### config.mk
export PLATFORM = sky130hd
export DESIGN_NAME = uri_query_arg_decoder
export DESIGN_NICKNAME = d
export VERILOG_FILES = /design/src/sv/uqad_pkg.sv /design/src/sv/uri_query_arg_decoder.sv /design/src/sv/uqad_front.sv /design/src/sv/uqad_queue.sv /design/src/sv/uqad_back.sv
export SDC_FILE = /design/constraint.sdc
export NUM_CORES = 1
export LEC_CHECK = 0
export BUFFER_PORTS_ARGS = -buffer_cell sky130_fd_sc_hd__clkbuf_2
export CORE_UTILIZATION = 40
export DETAILED_ROUTE_END_ITERATION = 16
export PLACE_DENSITY = 0.66
export SYNTH_ARGS = -nofsm -noshare
export SYNTH_HDL_FRONTEND = slang
export SYNTH_SLANG_ARGS = --single-unit
export TNS_END_PERCENT = 1
### constraint.sdc
create_clock -name clock -period 9.55 [get_ports clock]
set_clock_uncertainty 0.1 [all_clocks]
set_input_delay 0.4775 -clock clock [delete_from_list [all_inputs] [get_ports clock]]
set_output_delay 0.4775 -clock clock [all_outputs]
set_load 0.05 [all_outputs]
### src/sv/uqad_pkg.sv
// Shared types and constants for the URI query argument decoder.
package uqad_pkg;

   localparam int unsigned MaxLenW      = 13;
   localparam logic [MaxLenW-1:0] MaxLenReset = 13'd256;
   localparam int unsigned QueueDepth   = 4;
   localparam int unsigned ResPerItem   = 3;

   localparam logic [7:0] ChQuery = 8'h3F;
   localparam logic [7:0] ChAmp   = 8'h26;
   localparam logic [7:0] ChPct   = 8'h25;

   typedef enum logic [1:0] {
      PCT_NONE  = 2'd0,
      PCT_SIGN  = 2'd1,
      PCT_DIGIT = 2'd2,
      PCT_SPARE = 2'd3
   } pct_type;

   typedef struct packed {
      logic [7:0] out_byte;
      logic       has_byte;
      logic       field_end;
      logic       in_path;
   } res_type;

   typedef struct packed {
      logic [1:0]                  count;
      res_type [ResPerItem-1:0]    res;
   } bundle_type;

   typedef struct packed {
      logic push;
      logic full;
   } wr_ctl_type;

   typedef struct packed {
      logic pop;
      logic empty;
   } rd_ctl_type;

endpackage

### src/sv/uri_query_arg_decoder.sv
// Top level of the URI query argument decoder.
// Each result beat is written into the bundle queue's registers before it is shown on the rsp_ ports.
// Throughput: one input beat per cycle while the queue is not full; an input beat with k results
// yields k result beats, one per pop, buffered in a four-bundle queue between front end and sequencer.
// Reset: synchronous, clears parse state and queue; max_len returns to 256.
module uri_query_arg_decoder #(
   parameter int unsigned QUEUE_DEPTH = uqad_pkg::QueueDepth
) (
   input  logic                         clock,
   input  logic                         reset,
   input  logic                         push,
   output logic                         full,
   input  logic [7:0]                   req_in_byte,
   input  logic                         req_is_end,
   output logic                         empty,
   input  logic                         pop,
   output logic [7:0]                   rsp_out_byte,
   output logic                         rsp_has_byte,
   output logic                         rsp_field_end,
   output logic                         rsp_in_path,
   output logic                         rsp_last,
   input  logic                         csr_valid,
   output logic                         csr_ready,
   input  logic [uqad_pkg::MaxLenW-1:0] csr_max_len
);

   uqad_pkg::wr_ctl_type wr_ctl;
   uqad_pkg::rd_ctl_type rd_ctl;
   uqad_pkg::bundle_type wr_data;
   uqad_pkg::bundle_type head;
   logic                 q_full;
   logic                 q_empty;

   uqad_front u_front (
      .clock       (clock),
      .reset       (reset),
      .push        (push),
      .full        (full),
      .req_in_byte (req_in_byte),
      .req_is_end  (req_is_end),
      .csr_valid   (csr_valid),
      .csr_ready   (csr_ready),
      .csr_max_len (csr_max_len),
      .wr_ctl      (wr_ctl),
      .q_full      (q_full),
      .wr_data     (wr_data)
   );

   uqad_queue #(
      .DEPTH (QUEUE_DEPTH)
   ) u_queue (
      .clock   (clock),
      .reset   (reset),
      .wr_ctl  (wr_ctl),
      .wr_data (wr_data),
      .full    (q_full),
      .rd_ctl  (rd_ctl),
      .empty   (q_empty),
      .head    (head)
   );

   uqad_back u_back (
      .clock         (clock),
      .reset         (reset),
      .head          (head),
      .q_empty       (q_empty),
      .rd_ctl        (rd_ctl),
      .empty         (empty),
      .pop           (pop),
      .rsp_out_byte  (rsp_out_byte),
      .rsp_has_byte  (rsp_has_byte),
      .rsp_field_end (rsp_field_end),
      .rsp_in_path   (rsp_in_path),
      .rsp_last      (rsp_last)
   );

endmodule

### src/sv/uqad_front.sv
// Front end: accepts URI bytes, tracks parse state and builds result bundles.
module uqad_front (
   input  logic                         clock,
   input  logic                         reset,
   input  logic                         push,
   output logic                         full,
   input  logic [7:0]                   req_in_byte,
   input  logic                         req_is_end,
   input  logic                         csr_valid,
   output logic                         csr_ready,
   input  logic [uqad_pkg::MaxLenW-1:0] csr_max_len,
   output uqad_pkg::wr_ctl_type         wr_ctl,
   input  logic                         q_full,
   output uqad_pkg::bundle_type         wr_data
);

   typedef struct packed {
      uqad_pkg::bundle_type        bd;
      logic [uqad_pkg::MaxLenW-1:0] cnt;
      logic                        drop;
   } acc_type;

   logic [uqad_pkg::MaxLenW-1:0] max_len_ff;
   logic                         arg_phase_ff, arg_phase_in;
   uqad_pkg::pct_type            pct_ff, pct_in;
   logic [7:0]                   held_ff, held_in;
   logic [uqad_pkg::MaxLenW-1:0] count_ff, count_in;
   logic                         drop_ff, drop_in;
   logic [uqad_pkg::MaxLenW-1:0] limit;
   logic                         accept;
   acc_type                      acc;
   logic                         done;
   logic [7:0]                   dec_byte;

   function automatic logic is_hex(input logic [7:0] c);
      return (c >= 8'h30 && c <= 8'h39) || (c >= 8'h41 && c <= 8'h46) ||
             (c >= 8'h61 && c <= 8'h66);
   endfunction

   function automatic logic [3:0] hex_val(input logic [7:0] c);
      logic [3:0] v;
      v = 4'd0;
      if (c >= 8'h30 && c <= 8'h39) begin
         v = c[3:0];
      end else if ((c >= 8'h41 && c <= 8'h46) || (c >= 8'h61 && c <= 8'h66)) begin
         v = c[3:0] + 4'd9;
      end
      return v;
   endfunction

   function automatic uqad_pkg::bundle_type push_res(input uqad_pkg::bundle_type bd,
                                                     input logic [7:0] b,
                                                     input logic has, input logic fend,
                                                     input logic path);
      uqad_pkg::bundle_type r;
      uqad_pkg::res_type    rs;
      r = bd;
      rs.out_byte  = has ? b : 8'd0;
      rs.has_byte  = has;
      rs.field_end = fend;
      rs.in_path   = path;
      unique case (r.count)
         2'd0: r.res[0] = rs;
         2'd1: r.res[1] = rs;
         2'd2: r.res[2] = rs;
         default: ;
      endcase
      if (r.count != 2'd3) begin
         r.count = r.count + 2'd1;
      end
      return r;
   endfunction

   function automatic acc_type emit_arg(input acc_type a, input logic [7:0] b,
                                        input logic [uqad_pkg::MaxLenW-1:0] lim);
      acc_type r;
      r = a;
      if (!r.drop && r.cnt < lim) begin
         r.bd  = push_res(r.bd, b, 1'b1, 1'b0, 1'b0);
         r.cnt = r.cnt + 1'b1;
      end else begin
         r.drop = 1'b1;
      end
      return r;
   endfunction

   assign csr_ready = 1'b1;
   assign full      = q_full;
   assign accept    = push && !q_full;
   assign limit     = (max_len_ff == '0) ? '0 : max_len_ff - 1'b1;
   assign dec_byte  = {hex_val(held_ff), hex_val(req_in_byte)};

   always_comb begin
      acc.bd       = '0;
      acc.cnt      = count_ff;
      acc.drop     = drop_ff;
      arg_phase_in = arg_phase_ff;
      pct_in       = pct_ff;
      held_in      = held_ff;
      done         = 1'b0;
      if (req_is_end) begin
         if (arg_phase_ff) begin
            if (!drop_ff) begin
               if (pct_ff == uqad_pkg::PCT_SIGN || pct_ff == uqad_pkg::PCT_DIGIT) begin
                  acc = emit_arg(acc, uqad_pkg::ChPct, limit);
               end
               if (pct_ff == uqad_pkg::PCT_DIGIT) begin
                  acc = emit_arg(acc, held_ff, limit);
               end
            end
            acc.bd = push_res(acc.bd, 8'd0, 1'b0, 1'b1, 1'b0);
         end else begin
            acc.bd = push_res(acc.bd, 8'd0, 1'b0, 1'b1, 1'b1);
         end
         arg_phase_in = 1'b0;
         done         = 1'b1;
      end else if (!arg_phase_ff) begin
         if (req_in_byte == uqad_pkg::ChQuery) begin
            acc.bd       = push_res(acc.bd, 8'd0, 1'b0, 1'b1, 1'b1);
            arg_phase_in = 1'b1;
            done         = 1'b1;
         end else begin
            acc.bd = push_res(acc.bd, req_in_byte, 1'b1, 1'b0, 1'b1);
         end
      end else if (drop_ff) begin
         pct_in = uqad_pkg::PCT_NONE;
         if (req_in_byte == uqad_pkg::ChAmp) begin
            acc.bd = push_res(acc.bd, 8'd0, 1'b0, 1'b1, 1'b0);
            done   = 1'b1;
         end
      end else begin
         if (pct_ff == uqad_pkg::PCT_SIGN) begin
            if (is_hex(req_in_byte)) begin
               held_in = req_in_byte;
               pct_in  = uqad_pkg::PCT_DIGIT;
            end else begin
               acc    = emit_arg(acc, uqad_pkg::ChPct, limit);
               pct_in = uqad_pkg::PCT_NONE;
            end
         end else if (pct_ff == uqad_pkg::PCT_DIGIT) begin
            pct_in = uqad_pkg::PCT_NONE;
            if (is_hex(req_in_byte)) begin
               acc = emit_arg(acc, dec_byte, limit);
            end else begin
               acc = emit_arg(acc, uqad_pkg::ChPct, limit);
               acc = emit_arg(acc, held_ff, limit);
            end
         end else begin
            pct_in = uqad_pkg::PCT_NONE;
         end
         if (!((pct_ff == uqad_pkg::PCT_SIGN || pct_ff == uqad_pkg::PCT_DIGIT) &&
               is_hex(req_in_byte))) begin
            if (req_in_byte == uqad_pkg::ChAmp) begin
               acc.bd = push_res(acc.bd, 8'd0, 1'b0, 1'b1, 1'b0);
               done   = 1'b1;
            end else if (!acc.drop) begin
               if (req_in_byte == uqad_pkg::ChPct) begin
                  pct_in = uqad_pkg::PCT_SIGN;
               end else begin
                  acc = emit_arg(acc, req_in_byte, limit);
               end
            end
         end
      end
      count_in = acc.cnt;
      drop_in  = acc.drop;
      if (done) begin
         pct_in   = uqad_pkg::PCT_NONE;
         held_in  = 8'd0;
         count_in = '0;
         drop_in  = 1'b0;
      end
   end

   assign wr_ctl.push = accept && (acc.bd.count != 2'd0);
   assign wr_ctl.full = q_full;
   assign wr_data     = acc.bd;

   always_ff @(posedge clock) begin
      if (reset) begin
         max_len_ff   <= uqad_pkg::MaxLenReset;
         arg_phase_ff <= 1'b0;
         pct_ff       <= uqad_pkg::PCT_NONE;
         held_ff      <= 8'd0;
         count_ff     <= '0;
         drop_ff      <= 1'b0;
      end else begin
         if (csr_valid) begin
            max_len_ff <= csr_max_len;
         end
         if (accept) begin
            arg_phase_ff <= arg_phase_in;
            pct_ff       <= pct_in;
            held_ff      <= held_in;
            count_ff     <= count_in;
            drop_ff      <= drop_in;
         end
      end
   end

endmodule

### src/sv/uqad_queue.sv
// Short bundle queue between the front end and the result sequencer.
module uqad_queue #(
   parameter int unsigned DEPTH = uqad_pkg::QueueDepth
) (
   input  logic                 clock,
   input  logic                 reset,
   input  uqad_pkg::wr_ctl_type wr_ctl,
   input  uqad_pkg::bundle_type wr_data,
   output logic                 full,
   input  uqad_pkg::rd_ctl_type rd_ctl,
   output logic                 empty,
   output uqad_pkg::bundle_type head
);

   localparam int unsigned PtrW = (DEPTH > 1) ? $clog2(DEPTH) : 1;
   localparam int unsigned CntW = $clog2(DEPTH + 1);
   localparam logic [PtrW-1:0] LastPtr = PtrW'(DEPTH - 1);
   localparam logic [CntW-1:0] FullCnt = CntW'(DEPTH);

   uqad_pkg::bundle_type  slot_ff [DEPTH];
   logic [PtrW-1:0]       wr_ptr_ff, wr_ptr_in;
   logic [PtrW-1:0]       rd_ptr_ff, rd_ptr_in;
   logic [CntW-1:0]       cnt_ff, cnt_in;
   logic                  do_wr, do_rd;

   assign full  = (cnt_ff == FullCnt);
   assign empty = (cnt_ff == '0);
   assign head  = slot_ff[rd_ptr_ff];
   assign do_wr = wr_ctl.push && !full;
   assign do_rd = rd_ctl.pop && !empty;

   always_comb begin
      wr_ptr_in = wr_ptr_ff;
      rd_ptr_in = rd_ptr_ff;
      cnt_in    = cnt_ff;
      if (do_wr) begin
         wr_ptr_in = (wr_ptr_ff == LastPtr) ? '0 : wr_ptr_ff + 1'b1;
      end
      if (do_rd) begin
         rd_ptr_in = (rd_ptr_ff == LastPtr) ? '0 : rd_ptr_ff + 1'b1;
      end
      if (do_wr && !do_rd) begin
         cnt_in = cnt_ff + 1'b1;
      end else if (do_rd && !do_wr) begin
         cnt_in = cnt_ff - 1'b1;
      end
   end

   always_ff @(posedge clock) begin
      if (do_wr) begin
         slot_ff[wr_ptr_ff] <= wr_data;
      end
   end

   always_ff @(posedge clock) begin
      if (reset) begin
         wr_ptr_ff <= '0;
         rd_ptr_ff <= '0;
         cnt_ff    <= '0;
      end else begin
         wr_ptr_ff <= wr_ptr_in;
         rd_ptr_ff <= rd_ptr_in;
         cnt_ff    <= cnt_in;
      end
   end

endmodule

### src/sv/uqad_back.sv
// Back end: unpacks each queued bundle into single result beats.
module uqad_back (
   input  logic                 clock,
   input  logic                 reset,
   input  uqad_pkg::bundle_type head,
   input  logic                 q_empty,
   output uqad_pkg::rd_ctl_type rd_ctl,
   output logic                 empty,
   input  logic                 pop,
   output logic [7:0]           rsp_out_byte,
   output logic                 rsp_has_byte,
   output logic                 rsp_field_end,
   output logic                 rsp_in_path,
   output logic                 rsp_last
);

   logic [1:0]        idx_ff, idx_in;
   uqad_pkg::res_type cur;
   logic              is_last;
   logic              take;

   always_comb begin
      unique case (idx_ff)
         2'd0:    cur = head.res[0];
         2'd1:    cur = head.res[1];
         default: cur = head.res[2];
      endcase
   end

   assign is_last       = (idx_ff == head.count - 2'd1);
   assign take          = pop && !q_empty;
   assign empty         = q_empty;
   assign rd_ctl.pop    = take && is_last;
   assign rd_ctl.empty  = q_empty;
   assign rsp_out_byte  = cur.out_byte;
   assign rsp_has_byte  = cur.has_byte;
   assign rsp_field_end = cur.field_end;
   assign rsp_in_path   = cur.in_path;
   assign rsp_last      = is_last;

   always_comb begin
      idx_in = idx_ff;
      if (take) begin
         idx_in = is_last ? 2'd0 : idx_ff + 2'd1;
      end
   end

   always_ff @(posedge clock) begin
      if (reset) begin
         idx_ff <= 2'd0;
      end else begin
         idx_ff <= idx_in;
      end
   end

endmodule

=== After elaboration in Yosys (flattened, before gate mapping) ===
Memories as Yosys holds them, arrays and structs flattened. A register that Yosys moved wholly into a read port is not among the register bits.
Cells that the tools add are included.

* Register bits after elaboration: 47
* Input bits: 27
* Output and inout port bits: 15
* Word-level logic and storage cells: 226
* Memories kept: 1
* RAM bits: 140

* Multiplexer cells: 110
* Reduce and logical (&&, ||, !) cells: 48
* $add $sub $neg: 17
* Eq/ne operators: 24
* $lt $le $gt $ge: 16

{| class="wikitable"
|+ Memories
! name !! words !! bits a word !! rd ports !! clocked after memory_dff !! wr ports !! line !! source
|-
| u_queue.slot_ff || 4 || 35 || 1 || 1 || 1 || uqad_queue.sv:20 || <nowiki>uqad_pkg::bundle_type slot_ff [DEPTH];</nowiki>
|}

{| class="wikitable"
|+ Operators with widths
! cell !! count
|-
| 2-to-1 mux 49 bit || 19
|-
| 2-to-1 mux 48 bit || 9
|-
| 2-to-1 mux 11 bit || 16
|-
| 2-to-1 mux 35 bit || 4
|-
| 2-to-1 mux 47 bit || 2
|-
| 2-to-1 mux 14 bit || 4
|-
| adder 13 x 1 -> 13 bit, second input constant || 4
|-
| < comparator 13 bit || 4
|-
| 2-to-1 mux 8 bit || 6
|-
| 2-to-1 mux 2 bit || 19
|-
| 2-to-1 mux 34 bit || 1
|-
| greater-or-equal comparator 8 x 7 -> 1 bit, second input constant || 4
|-
| <= comparator 8 x 7 -> 1 bit, second input constant || 4
|-
| 2-to-1 mux 13 bit || 2
|-
| equality test 8 x 6 -> 1 bit, second input constant || 3
|-
| case mux 11 bit (2 select lines) || 1
|-
| 2-to-1 mux 1 bit || 21
|-
| logical AND 1 bit || 19
|-
| greater-or-equal comparator 8 x 6 -> 1 bit, second input constant || 2
|-
| <= comparator 8 x 6 -> 1 bit, second input constant || 2
|-
| 2-to-1 mux 4 bit || 4
|-
| adder 2 x 1 -> 2 bit, second input constant || 7
|-
| equality test 2 bit, second input constant || 7
|-
| zero test 13 bit || 1
|-
| 19 further kinds || 50
|}

=== Depth between registers and ports, before layout ===
Gate-level depths: netlist of the first run.

* Depth after elaboration: 37
* Mapped depth: 42
* Depth with buffers taken out: 41

=== Hierarchy ===
A second synthesis of the first run with hierarchy kept.

* Cells, all modules: 1017
* Area total of the unflattened synthesis: 11367.2 um^2

{| class="wikitable"
|+ By module, submodules not included
! module !! cells an instance !! seq. area each (um^2) !! instances !! area an instance (um^2)
|-
| uqad_queue || 233 || 4384.2 || 1 || 5536.6
|-
| uqad_front || 727 || 760.7 || 1 || 5461.5
|-
| uqad_back || 57 || 40.0 || 1 || 369.1
|}

=== Worst setup path after synthesis of the first run ===
Ideal clock, no wire load.

* Path kind: register to register
* From: reg u_front.max_len_ff[0] (netlist name)
* To: reg u_queue.cnt_ff[2]
* Slack: -0.197 ns
* Setup time: 0.071 ns
* Period minus slack after synthesis: 9.747 ns
* Required time: 9.379 ns
* Data arrival time: 9.575 ns
* Stages on the path, launching flop included: 42
* Path buffers: 2
* Path through: dfxtp_1 > inv_1 > ha_1 > or3b_1 > nand2b_1 > or3_1 > clkbuf_1 > o21ai_0 > ha_1 > o21ai_0 > o21bai_2 > nor3_2 > o21ai_4 > nor4_1 > nand3_1 > xor2_1 > inv_1 > ha_1 > [... 6 more ...] > nand3_1 > a311oi_2 > inv_1 > ha_1 > a21o_1 > a21o_1 > a21oi_1 > o21ai_0 > or4_4 > and3_1 > a32o_1 > a31oi_2 > ha_1 > inv_1 > fa_1 > xor2_1 > or3_1 > a21oi_1

* Cells in the longest elaborated chain, start to end: 36
* Elaborated cells between the ends (all ways): 77
* Classes of those cells: add/sub (6); order compare (4); eq/ne (4); mux (48); reduce/logical (15)

{| class="wikitable"
|+ Ends and longest elaborated chain
! what !! line !! source
|-
| start: declaration || uqad_front.sv:23 || <nowiki>logic [uqad_pkg::MaxLenW-1:0] max_len_ff;</nowiki>
|-
| start signal: assignment || uqad_front.sv:181 || <nowiki>max_len_ff <= uqad_pkg::MaxLenReset;</nowiki>
|-
| start signal: assignment || uqad_front.sv:189 || <nowiki>max_len_ff <= csr_max_len;</nowiki>
|-
| subtractor 13 x 1 -> 13 bit / zero test 13 bit (equally long branches) || uqad_front.sv:90 || <nowiki>assign limit = (max_len_ff == '0) ? '0 : max_len_ff - 1'b1;</nowiki>
|-
| 2-to-1 mux 13 bit * || uqad_front.sv:90 ||
|-
| < comparator 13 bit || uqad_front.sv:78 || <nowiki>if (!r.drop && r.cnt < lim) begin</nowiki>
|-
| logical AND 1 bit || uqad_front.sv:78 ||
|-
| 2-to-1 mux 47 bit / 2-to-1 mux 1 bit (equally long branches) || uqad_front.sv:78 ||
|-
| 2-to-1 mux 48 bit / 2-to-1 mux 1 bit (equally long branches) || uqad_front.sv:142 || <nowiki>if (is_hex(req_in_byte)) begin</nowiki>
|-
| 2-to-1 mux 48 bit / 2-to-1 mux 1 bit (equally long branches) || uqad_front.sv:140 || <nowiki>end else if (pct_ff == uqad_pkg::PCT_DIGIT) begin</nowiki>
|-
| 2-to-1 mux 48 bit / 2-to-1 mux 1 bit (equally long branches) || uqad_front.sv:132 || <nowiki>if (pct_ff == uqad_pkg::PCT_SIGN) begin</nowiki>
|-
| [... 21 more ...] || - ||
|-
| 2-to-1 mux 49 bit * || uqad_front.sv:101 || <nowiki>if (req_is_end) begin</nowiki>
|-
| nonzero test 2 bit * || uqad_front.sv:175 || <nowiki>assign wr_ctl.push = accept && (acc.bd.count != 2'd0);</nowiki>
|-
| logical AND 1 bit * || uqad_front.sv:175 ||
|-
| logical AND 1 bit * || uqad_queue.sv:29 || <nowiki>assign do_wr = wr_ctl.push && !full;</nowiki>
|-
| via u_queue.do_wr || uqad_queue.sv:24 || <nowiki>logic do_wr, do_rd;</nowiki>
|-
| zero test 1 bit || uqad_queue.sv:44 || <nowiki>end else if (do_rd && !do_wr) begin</nowiki>
|-
| logical AND 1 bit || uqad_queue.sv:44 ||
|-
| nonzero test 2 bit (no source line) || - ||
|-
| end signal: assignment || uqad_queue.sv:63 || <nowiki>cnt_ff <= cnt_in;</nowiki>
|-
| end: declaration || uqad_queue.sv:23 || <nowiki>logic [CntW-1:0] cnt_ff, cnt_in;</nowiki>
|}

The timed path passes the listed nets; every way through them passes the cells marked *. The select of a mux whose other input is x is not followed.
A chain may end at the register's enable or synchronous reset.

=== Worst setup path in the final report of the first run ===
Same ends and word-level chain as after synthesis.

==> report_table.html, run 1 <==
<table>
<tr><th>Metric</th><th>Value</th></tr>
<tr><th colspan="2">Pwr</th></tr>
<tr><td>VDD IR max</td><td>0.08693 mV</td></tr>
<tr><td>Total power per unit cell area</td><td>172.6 mW/mm²</td></tr>
<tr><td>Leak</td><td>4.992 nW</td></tr>
<tr><td>Total Power Consumption</td><td>0.002250 W</td></tr>
<tr><th colspan="2">Route</th></tr>
<tr><td>Routed length per placed instance</td><td>20.27 µm</td></tr>
<tr><td>Number of iterations in the first detailed-routing pass</td><td>6</td></tr>
<tr><td>Total via count after detailed routing</td><td>8,902</td></tr>
<tr><td>DRT Wirelength</td><td>30.81 mm</td></tr>
<tr><td>DR iter-0 viols</td><td>825</td></tr>
<tr><td>Number of routed nets with antenna violations</td><td>0</td></tr>
<tr><td>Final routed DRC violation total</td><td>0</td></tr>
<tr><td>Post-detailed-route via-to-cell ratio</td><td>5.857</td></tr>
<tr><th colspan="2">Timing</th></tr>
<tr><td>Slew Viols, Final</td><td>0</td></tr>
<tr><td>Setup tns final</td><td>0 ns</td></tr>
<tr><td>Post-route worst hold slack</td><td>0.1618 ns</td></tr>
<tr><td>Relative slew margins</td><td>21.98%</td></tr>
<tr><td>Final critical-path setup slack</td><td>0.5100 ns</td></tr>
<tr><td>Final-report setup violation count</td><td>0</td></tr>
<tr><td>Actual transition at the worst max-transition pin</td><td>1.163 ns</td></tr>
<tr><td>Number of hold violations in the final report</td><td>0</td></tr>
<tr><td>Fmax</td><td>110.6 MHz</td></tr>
<tr><td>Minimum period implied by the final worst setup slack</td><td>9.040 ns</td></tr>
<tr><td>Final cycle utilization of the critical path</td><td>94.66%</td></tr>
<tr><th colspan="2">CTS</th></tr>
<tr><td>CTS H-tree depth</td><td>4</td></tr>
<tr><td>Insertion delay to the later sink of the worst-skew pair</td><td>0.44 ns</td></tr>
<tr><td>CTS tree</td><td>done</td></tr>
<tr><td>Sink Count</td><td>181</td></tr>
<tr><td>Hold buffer count at cts</td><td>0</td></tr>
<tr><td>Clock buffers created by TritonCTS</td><td>17</td></tr>
<tr><td>Root buf cell</td><td>clkbuf_16</td></tr>
<tr><td>Worst-path clk slew</td><td>0.08 ns</td></tr>
<tr><td>Clock tree buffer depth</td><td>2</td></tr>
<tr><th colspan="2">Min path</th></tr>
<tr><td>Tightest Hold Check Type</td><td>input port to flop</td></tr>
<tr><th colspan="2">Final layout</th></tr>
<tr><td>Net count, final</td><td>1,228</td></tr>
<tr><td>Design Area, Final</td><td>0.01304 mm²</td></tr>
<tr><td>Fraction of layout cells with a size suffix above 1</td><td>20.58%</td></tr>
<tr><td>Relative area change from synthesis to final layout</td><td>14.68%</td></tr>
<tr><td>Antenna fix cells</td><td>0</td></tr>
<tr><th colspan="2">GRT</th></tr>
<tr><td>Vias in the first global route</td><td>8,789</td></tr>
<tr><td>Global-route wire length before repair</td><td>48.85 mm</td></tr>
<tr><td>Number of antenna violations at the first check in global routing</td><td>0</td></tr>
<tr><td>Overflow left after global routing</td><td>0</td></tr>
<tr><td>Aggregate global-route resource usage</td><td>21.97%</td></tr>
<tr><td>Maximum number of pins on one net before global-route repair</td><td>43</td></tr>
<tr><th colspan="2">Synthesis</th></tr>
<tr><td>Post-synthesis net count</td><td>1,162</td></tr>
<tr><td>Count of unique library cells instantiated by Yosys</td><td>105</td></tr>
<tr><td>Sequential cell area fraction in the yosys report</td><td>43.49%</td></tr>
<tr><td>Syn avg cell area</td><td>10.70 µm²</td></tr>
<tr><td>EDFF count, synth</td><td>132</td></tr>
<tr><td>Number of cells produced by synthesis</td><td>1,063</td></tr>
<tr><td>Count of warnings emitted by yosys</td><td>0</td></tr>
<tr><td>Main synth FF type</td><td>edfxtp_1</td></tr>
<tr><td>FFs w/ async S/R, synth</td><td>0%</td></tr>
<tr><td>Synthesized area</td><td>0.01137 mm²</td></tr>
<tr><td>Flops &amp; latches, synth</td><td>181</td></tr>
<tr><th colspan="2">Die</th></tr>
<tr><td>Die Wd</td><td>170.6 µm</td></tr>
<tr><td>Standard cell core area</td><td>0.02786 mm²</td></tr>
<tr><td>Die outline area</td><td>0.02910 mm²</td></tr>
<tr><td>Initial standard-cell utilization of the core</td><td>40.81%</td></tr>
<tr><td>Std cell rows</td><td>61</td></tr>
<tr><td>IO Pins</td><td>42</td></tr>
<tr><td>Height of the chip</td><td>170.6 µm</td></tr>
<tr><th colspan="2">Worst setup path</th></tr>
<tr><td>Element type at the critical path end</td><td>flop</td></tr>
<tr><td>Longest individual stage delay on the worst path</td><td>0.57 ns</td></tr>
<tr><td>Worst Reg2Reg Path Length in Cells</td><td>39</td></tr>
<tr><td>Type of the worst setup path</td><td>flop to flop</td></tr>
<tr><td>Startpoint of the worst register-to-register path</td><td>u_front.max_len_ff[0]</td></tr>
<tr><td>Register-to-register path setup slack</td><td>0.51 ns</td></tr>
<tr><td>Data arrival, critical path</td><td>9.29 ns</td></tr>
<tr><td>Endpoint of the worst setup timing path</td><td>u_queue.cnt_ff[2]</td></tr>
<tr><td>Highest net fanout along the worst path</td><td>8</td></tr>
<tr><td>Highest-delay cell along the critical path</td><td>or4_4</td></tr>
<tr><td>Worst Path Required</td><td>9.80 ns</td></tr>
<tr><td>Crit path launch type</td><td>flop</td></tr>
<tr><td>Worst reg2reg path endpoint</td><td>u_queue.cnt_ff[2]</td></tr>
<tr><td>Startpoint of the worst setup timing path</td><td>u_front.max_len_ff[0]</td></tr>
<tr><th colspan="2">Placement</th></tr>
<tr><td>Quantity of I/O buffers inserted on ports</td><td>40</td></tr>
<tr><td>Area after detailed placement</td><td>0.01220 mm²</td></tr>
<tr><td>Routability cong.</td><td>0.9404</td></tr>
<tr><td>Setup WS pre-CTS</td><td>-0.04402 ns</td></tr>
<tr><td>Half-perimeter wire length of the detailed placement result</td><td>21.85 mm</td></tr>
<tr><th colspan="2">Flow run</th></tr>
<tr><td>Max-cap violations</td><td>0</td></tr>
<tr><th colspan="2">Status</th></tr>
<tr><td>Result of the run</td><td>finished clean</td></tr>
</table>
[flip-flops by register name, summed over array words and instances (netlist names), named ones only]
| register | count |
|---|---|
| u_front.count_ff | 13 |
| u_front.drop_ff | 1 |
| u_front.pct_ff | 2 |
| u_queue.wr_ptr_ff | 2 |
| u_queue.rd_ptr_ff | 2 |
| u_front.held_ff | 8 |
| u_queue.cnt_ff | 3 |
| u_back.idx_ff | 2 |
| u_front.arg_phase_ff | 1 |
| u_queue.slot_ff | 132 |
| u_front.max_len_ff | 13 |
[how the worst min path moves through the flow]
stage | start | to | cells after the start
6_report | csr_max_len[8] | u_front.max_len_ff[8] | 2
3_3_place_gp | u_back.idx_ff[1] | u_back.idx_ff[1] | 2
4_1_cts | csr_max_len[8] | u_front.max_len_ff[8] | 2
5_1_grt | csr_max_len[8] | u_front.max_len_ff[8] | 2
3_5_place_dp | u_back.idx_ff[1] | u_back.idx_ff[1] | 2
2_1_floorplan | u_back.idx_ff[1] | u_back.idx_ff[1] | 2
[power by group]
part           internal, W  switching (W)
registers         0.000916      0.0000305
clock network     0.000351       0.000349
logic             0.000222       0.000382
total              0.00149       0.000762
[cell type report]
type / count / area, µm²
clock inverters: 15 / 156.4
clock buffers: 17 / 425.4
inverters: 36 / 135.1
well taps: 378 / 473.0
repair buffers: 100 / 650.6
multi-input cells: 793 / 6252
flip-flops and latches: 181 / 4946
fillers: 2568 / 14820
[cells in the mapped netlist, drive strengths merged, types with 7 or more instances]
cell type,count,share of area (%)
nand3,35,1.7
nand2,103,3.4
xor2,20,1.5
dfxtp,49,8.6
and2,18,0.99
nor4,17,1.1
mux2i,20,1.9
a221o,12,1.1
edfxtp,132,35
o21ai,41,1.9
o21a,8,0.53
xnor2,25,2.0
ha,71,7.8
a21oi,61,2.9
nand2b,9,0.50
a21o,15,1.0
buf,14,0.64
nand4,15,0.83
inv,34,1.1
a31oi,12,0.72
a22oi,11,0.73
mux4,33,6.5
and3,11,0.65
a221oi,7,0.65
nor3,33,1.7
o211ai,12,0.79
a211oi,11,0.77
nor2,76,2.5
nor2b,16,0.88
or3,8,0.48
clkbuf,39,1.3
[layout by cell type (no fill, tap or decap), types with 5 or more instances in the layout]
master and instances:
and2_1 17, a211oi_1 8, a21o_1 14, o21ai_0 34
clkbuf_2 40, buf_4 60, xor2_1 20, mux2i_1 19
o211ai_1 12, nor3_1 27, nor2_1 75, and3_1 10
nand3_1 33, a221o_1 12, nand2_1 102, or3_1 5
mux4_2 33, o21a_1 8, a22o_1 6, edfxtp_1 132
nand2b_1 8, a31oi_1 11, a22oi_1 11, or2_2 5
xnor2_1 21, nand4_1 15, dfxtp_1 48, a21oi_1 57
o31ai_1 5, nor4_1 11, inv_1 34, clkbuf_16 17
ha_1 70, nor2b_1 16, inv_6 5
[routing by layer]
metal,part of all wire (%),global-route usage [%],routed length [µm],vias up
met5,0,0,0,-
met4,2.8,8.656,862,0
met3,6.4,3.053,1964,62
met2,48,36.50,14770,335
met1,43,28.84,13220,4312
li1,-,-,-,4193
[cells by family (layout without fill, tap and decap cells)]
logic type	after synthesis	in the layout	synth area share, %
AOI/OAI and AO/OA	244	244	15.54
xor gates and xnor gates	45	45	3.533
adders and majority gates	72	72	7.989
buffers and inverters	89	168	3.114
DFF	181	181	43.49
muxes	57	57	8.804
other	1	1	0.03298
and+or+nand+nor	374	374	17.50
[metrics by stage]
| stage | instances | util, % |
|---|---|---|
| 6_report | 1520 | 46.80 |
| 5_1_grt | 1520 | 46.80 |
| 4_1_cts | 1509 | 46.01 |
| 3_5_place_dp | 1475 | 43.81 |
| 3_3_place_gp | 1475 | 43.81 |
| 2_1_floorplan | 1063 | - |
[critical path, delay by kind of cell (launching register included)]
kind	cells	cell delay [ns]
simple gates	14	3.62
fa+ha+maj	6	1.68
buf+inv	4	0.33
flops	1	0.35
compound gates	13	2.52
xor+xnor	2	0.35
[timing repair]
action,in CTS,in global routing
endpoints found under the hold margin,0,0
buffers inserted,2,11
resized for setup,3,26
pin swaps,1,19
endpoints found under the setup margin,1,217
(Power assumes the default switching activity.)
==> run 2, diff against run 1 <==
- CORE_MARGIN: not set -> 3
- MAX_ROUTING_LAYER: not set -> met4
- SYNTH_HIERARCHICAL: not set -> 1
==> run 2 against run 1 <==
Compared with the run above:
- clock power rose by 4.9%
- count of clock-buffer cells in the layout rose by 1
- final cell count fell by 0.39%
- sequential power rose by 7%
- area after synthesis fell by 0.15%
- combinational power fell by 0.7%
- die area rose by 4.6%
- setup slack got worse by 0.024 ns
- critical path type unchanged
- critical endpoint is now u_queue/cnt_ff[2]
- largest cell class unchanged
- largest power group unchanged
==> report_table.html, run 2 <==
<table>
<tr><th>Metric</th><th>Value</th></tr>
<tr><th colspan="2">Placement</th></tr>
<tr><td>Quantity of I/O buffers inserted on ports</td><td>40</td></tr>
<tr><td>Routability cong.</td><td>0.9478</td></tr>
<tr><td>Area after detailed placement</td><td>0.01251 mm²</td></tr>
<tr><td>Half-perimeter wire length of the detailed placement result</td><td>20.64 mm</td></tr>
<tr><th colspan="2">Timing</th></tr>
<tr><td>Relative slew margins</td><td>37.41%</td></tr>
<tr><td>Fmax</td><td>110.3 MHz</td></tr>
<tr><td>Slew Viols, Final</td><td>0</td></tr>
<tr><td>Minimum period implied by the final worst setup slack</td><td>9.064 ns</td></tr>
<tr><td>Actual transition at the worst max-transition pin</td><td>0.9355 ns</td></tr>
<tr><td>Final-report setup violation count</td><td>0</td></tr>
<tr><td>Final cycle utilization of the critical path</td><td>94.91%</td></tr>
<tr><td>Number of hold violations in the final report</td><td>0</td></tr>
<tr><th colspan="2">GRT</th></tr>
<tr><td>Aggregate global-route resource usage</td><td>19.72%</td></tr>
<tr><td>Global-route wire length before repair</td><td>46.20 mm</td></tr>
<tr><td>Maximum number of pins on one net before global-route repair</td><td>50</td></tr>
<tr><td>Overflow left after global routing</td><td>0</td></tr>
<tr><td>Vias in the first global route</td><td>8,457</td></tr>
<tr><td>Number of antenna violations at the first check in global routing</td><td>0</td></tr>
<tr><th colspan="2">Worst setup path</th></tr>
<tr><td>Worst Path Required</td><td>9.82 ns</td></tr>
<tr><td>Longest individual stage delay on the worst path</td><td>0.62 ns</td></tr>
<tr><td>Crit path launch type</td><td>flop</td></tr>
<tr><td>Highest net fanout along the worst path</td><td>11</td></tr>
<tr><td>Most frequent CP cell</td><td>a21oi_2</td></tr>
<tr><td>Type of the worst setup path</td><td>flop to flop</td></tr>
<tr><td>Data arrival, critical path</td><td>9.33 ns</td></tr>
<tr><td>Highest-delay cell along the critical path</td><td>or4_4</td></tr>
<tr><td>Element type at the critical path end</td><td>flop</td></tr>
<tr><th colspan="2">CTS</th></tr>
<tr><td>Hold buffer count at cts</td><td>0</td></tr>
<tr><td>Sink Count</td><td>189</td></tr>
<tr><td>Insertion delay to the later sink of the worst-skew pair</td><td>0.44 ns</td></tr>
<tr><td>Clock tree buffer depth</td><td>2</td></tr>
<tr><td>Clock buffers created by TritonCTS</td><td>17</td></tr>
<tr><td>CTS H-tree depth</td><td>4</td></tr>
<tr><td>CTS tree</td><td>done</td></tr>
<tr><td>Root buf cell</td><td>clkbuf_16</td></tr>
<tr><td>Worst-path clk slew</td><td>0.08 ns</td></tr>
<tr><th colspan="2">Final layout</th></tr>
<tr><td>Design Area, Final</td><td>0.01343 mm²</td></tr>
<tr><td>Antenna fix cells</td><td>0</td></tr>
<tr><td>Area used by multi-input combinational logic</td><td>0.006058 mm²</td></tr>
<tr><td>Most frequent cells in the layout</td><td>edfxtp_1 (140), buf_4 (99), nand2_1 (98), nor2_1 (69), ha_1 (66)</td></tr>
<tr><td>Count of fill cells added during filler insertion</td><td>2,570</td></tr>
<tr><td>Max FFs per register</td><td>140</td></tr>
<tr><td>Combined flip-flop and latch cell area</td><td>0.005189 mm²</td></tr>
<tr><td>Net count, final</td><td>1,221</td></tr>
<tr><td>Most frequent standard cell in the layout excluding fill and tap cells</td><td>edfxtp_1</td></tr>
<tr><td>Relative area change from synthesis to final layout</td><td>18.29%</td></tr>
<tr><td>Fraction of layout cells with a size suffix above 1</td><td>26.67%</td></tr>
<tr><td>Registers with the highest flip-flop counts</td><td>u_queue/slot_ff: 140 flops, u_front/count_ff: 13 flops, u_front/max_len_ff: 13 flops</td></tr>
<tr><td>Most flops, register</td><td>u_queue/slot_ff</td></tr>
<tr><td>Final Util</td><td>48.20%</td></tr>
<tr><th colspan="2">Die</th></tr>
<tr><td>Die outline area</td><td>0.03044 mm²</td></tr>
<tr><td>Standard cell core area</td><td>0.02786 mm²</td></tr>
<tr><td>Die Wd</td><td>174.5 µm</td></tr>
<tr><td>Initial standard-cell utilization of the core</td><td>40.75%</td></tr>
<tr><td>IO Pins</td><td>42</td></tr>
<tr><td>Height of the chip</td><td>174.5 µm</td></tr>
<tr><td>Std cell rows</td><td>61</td></tr>
<tr><th colspan="2">Pwr</th></tr>
<tr><td>Clock Power Share</td><td>31.3%</td></tr>
<tr><td>Leak</td><td>5.094 nW</td></tr>
<tr><td>Power dissipated by switching net loads</td><td>0.0007671 W</td></tr>
<tr><td>VDD IR max</td><td>0.08802 mV</td></tr>
<tr><td>Combinational share of power</td><td>25.7%</td></tr>
<tr><td>Switching part of the total power</td><td>32.76%</td></tr>
<tr><td>Total power per unit cell area</td><td>174.4 mW/mm²</td></tr>
<tr><td>Internal power component</td><td>0.001574 W</td></tr>
<tr><td>Share of total power in sequential cells</td><td>43.0%</td></tr>
<tr><th colspan="2">Min path</th></tr>
<tr><td>Tightest Hold Check Type</td><td>input port to flop</td></tr>
<tr><th colspan="2">Route</th></tr>
<tr><td>Number of iterations in the first detailed-routing pass</td><td>5</td></tr>
<tr><td>DR iter-0 viols</td><td>888</td></tr>
<tr><td>DRT Wirelength</td><td>29.41 mm</td></tr>
<tr><td>Number of routed nets with antenna violations</td><td>0</td></tr>
<tr><td>Routed length per placed instance</td><td>19.42 µm</td></tr>
<tr><td>Post-detailed-route via-to-cell ratio</td><td>5.703</td></tr>
<tr><td>Final routed DRC violation total</td><td>0</td></tr>
<tr><td>Total via count after detailed routing</td><td>8,635</td></tr>
<tr><th colspan="2">Synthesis</th></tr>
<tr><td>Synthesized area</td><td>0.01135 mm²</td></tr>
<tr><td>Syn avg cell area</td><td>11.18 µm²</td></tr>
<tr><td>Count of warnings emitted by yosys</td><td>6</td></tr>
<tr><td>Number of cells produced by synthesis</td><td>1,015</td></tr>
<tr><th colspan="2">Flow run</th></tr>
<tr><td>Max-cap violations</td><td>0</td></tr>
<tr><th colspan="2">Status</th></tr>
<tr><td>Result of the run</td><td>finished clean</td></tr>
</table>
[run 2: cell types whose count changed in the layout (fill, tap and decap cells not counted), sizes merged, moves of 8 or more]
cell	before	now
xor2	20	28
a22oi	11	22
and2	18	9
a21oi	61	53
nor4	17	9
edfxtp	132	140
buf	60	102
nor3	33	25
inv	43	35
[run 2: path summary, 6_finish.rpt]
path,start,end,slack [ns],depth (start not counted)
min,csr_max_len[8],u_front/max_len_ff[8],0.15,2
max,u_front/max_len_ff[8],u_queue/cnt_ff[2],0.49,42
min reg2reg,u_queue/rd_ptr_ff[0],flop,0.39,2
max reg2reg,u_front/max_len_ff[8],u_queue/cnt_ff[2],0.49,42
[run 2: worst max-delay path, delay by kind of cell (launching register included)]
kind / cells / cell delay (ns)
AND/OR/NAND/NOR: 14 / 3.76
flip-flops: 1 / 0.41
buffers and inverters: 4 / 0.46
adder cells (fa/ha/maj): 4 / 0.93
XOR/XNOR: 2 / 0.31
AO/OA/AOI/OAI: 18 / 3.03
[run 2: final cells by class]
| cell class | instances | share of cell area [%] |
|---|---|---|
| multi-input cells | 744 | 45.12 |
| well taps | 378 | 3.522 |
| repair buffers | 142 | 7.408 |
| clock inverters | 14 | 1.267 |
| flip-flops and latches | 189 | 38.64 |
| clock buffers | 18 | 3.196 |
| inverters | 29 | 0.8479 |
[run 2: metrics by stage]
stage	instances	setup slack [ns]	hold slack (ns)	total power, W	TNS [ns]
2_1_floorplan	1016	0.02996	0.3634	0.001453	0
3_3_place_gp	1470	0.1805	0.3764	0.001596	0
3_5_place_dp	1470	-0.08708	0.3820	0.001611	-0.08708
4_1_cts	1502	0.004151	0.1378	0.002346	0
5_1_grt	1514	-0.04318	0.1465	0.002455	-0.04318
6_report	1514	0.4862	0.1492	0.002341	0
[run 2: power groups by stage]
stage | clock network [W] | registers (W) | logic [W]
2_1_floorplan | 0 | 0.00101 | 0.000439
4_1_cts | 0.000751 | 0.00101 | 0.000588
3_5_place_dp | 0 | 0.00102 | 0.000586
3_3_place_gp | 0 | 0.00102 | 0.000577
6_report | 0.000733 | 0.00101 | 0.000601
5_1_grt | 0.000784 | 0.00102 | 0.000655
[run 2: repair_timing]
action                     in CTS  in global routing
setup endpoints to repair       1                148
setup buffers                   0                 12
pin swaps                       2                 42
gates resized for setup         2                 52
[run 2: layer usage]
metal | wire [µm] | global-route usage, % | part of all wire [%]
met1 | 13000 | 26.62 | 44
met3 | 1402 | 2.163 | 4.8
met5 | 0 | - | 0
met2 | 14320 | 31.29 | 49
met4 | 692 | 6.535 | 2.4
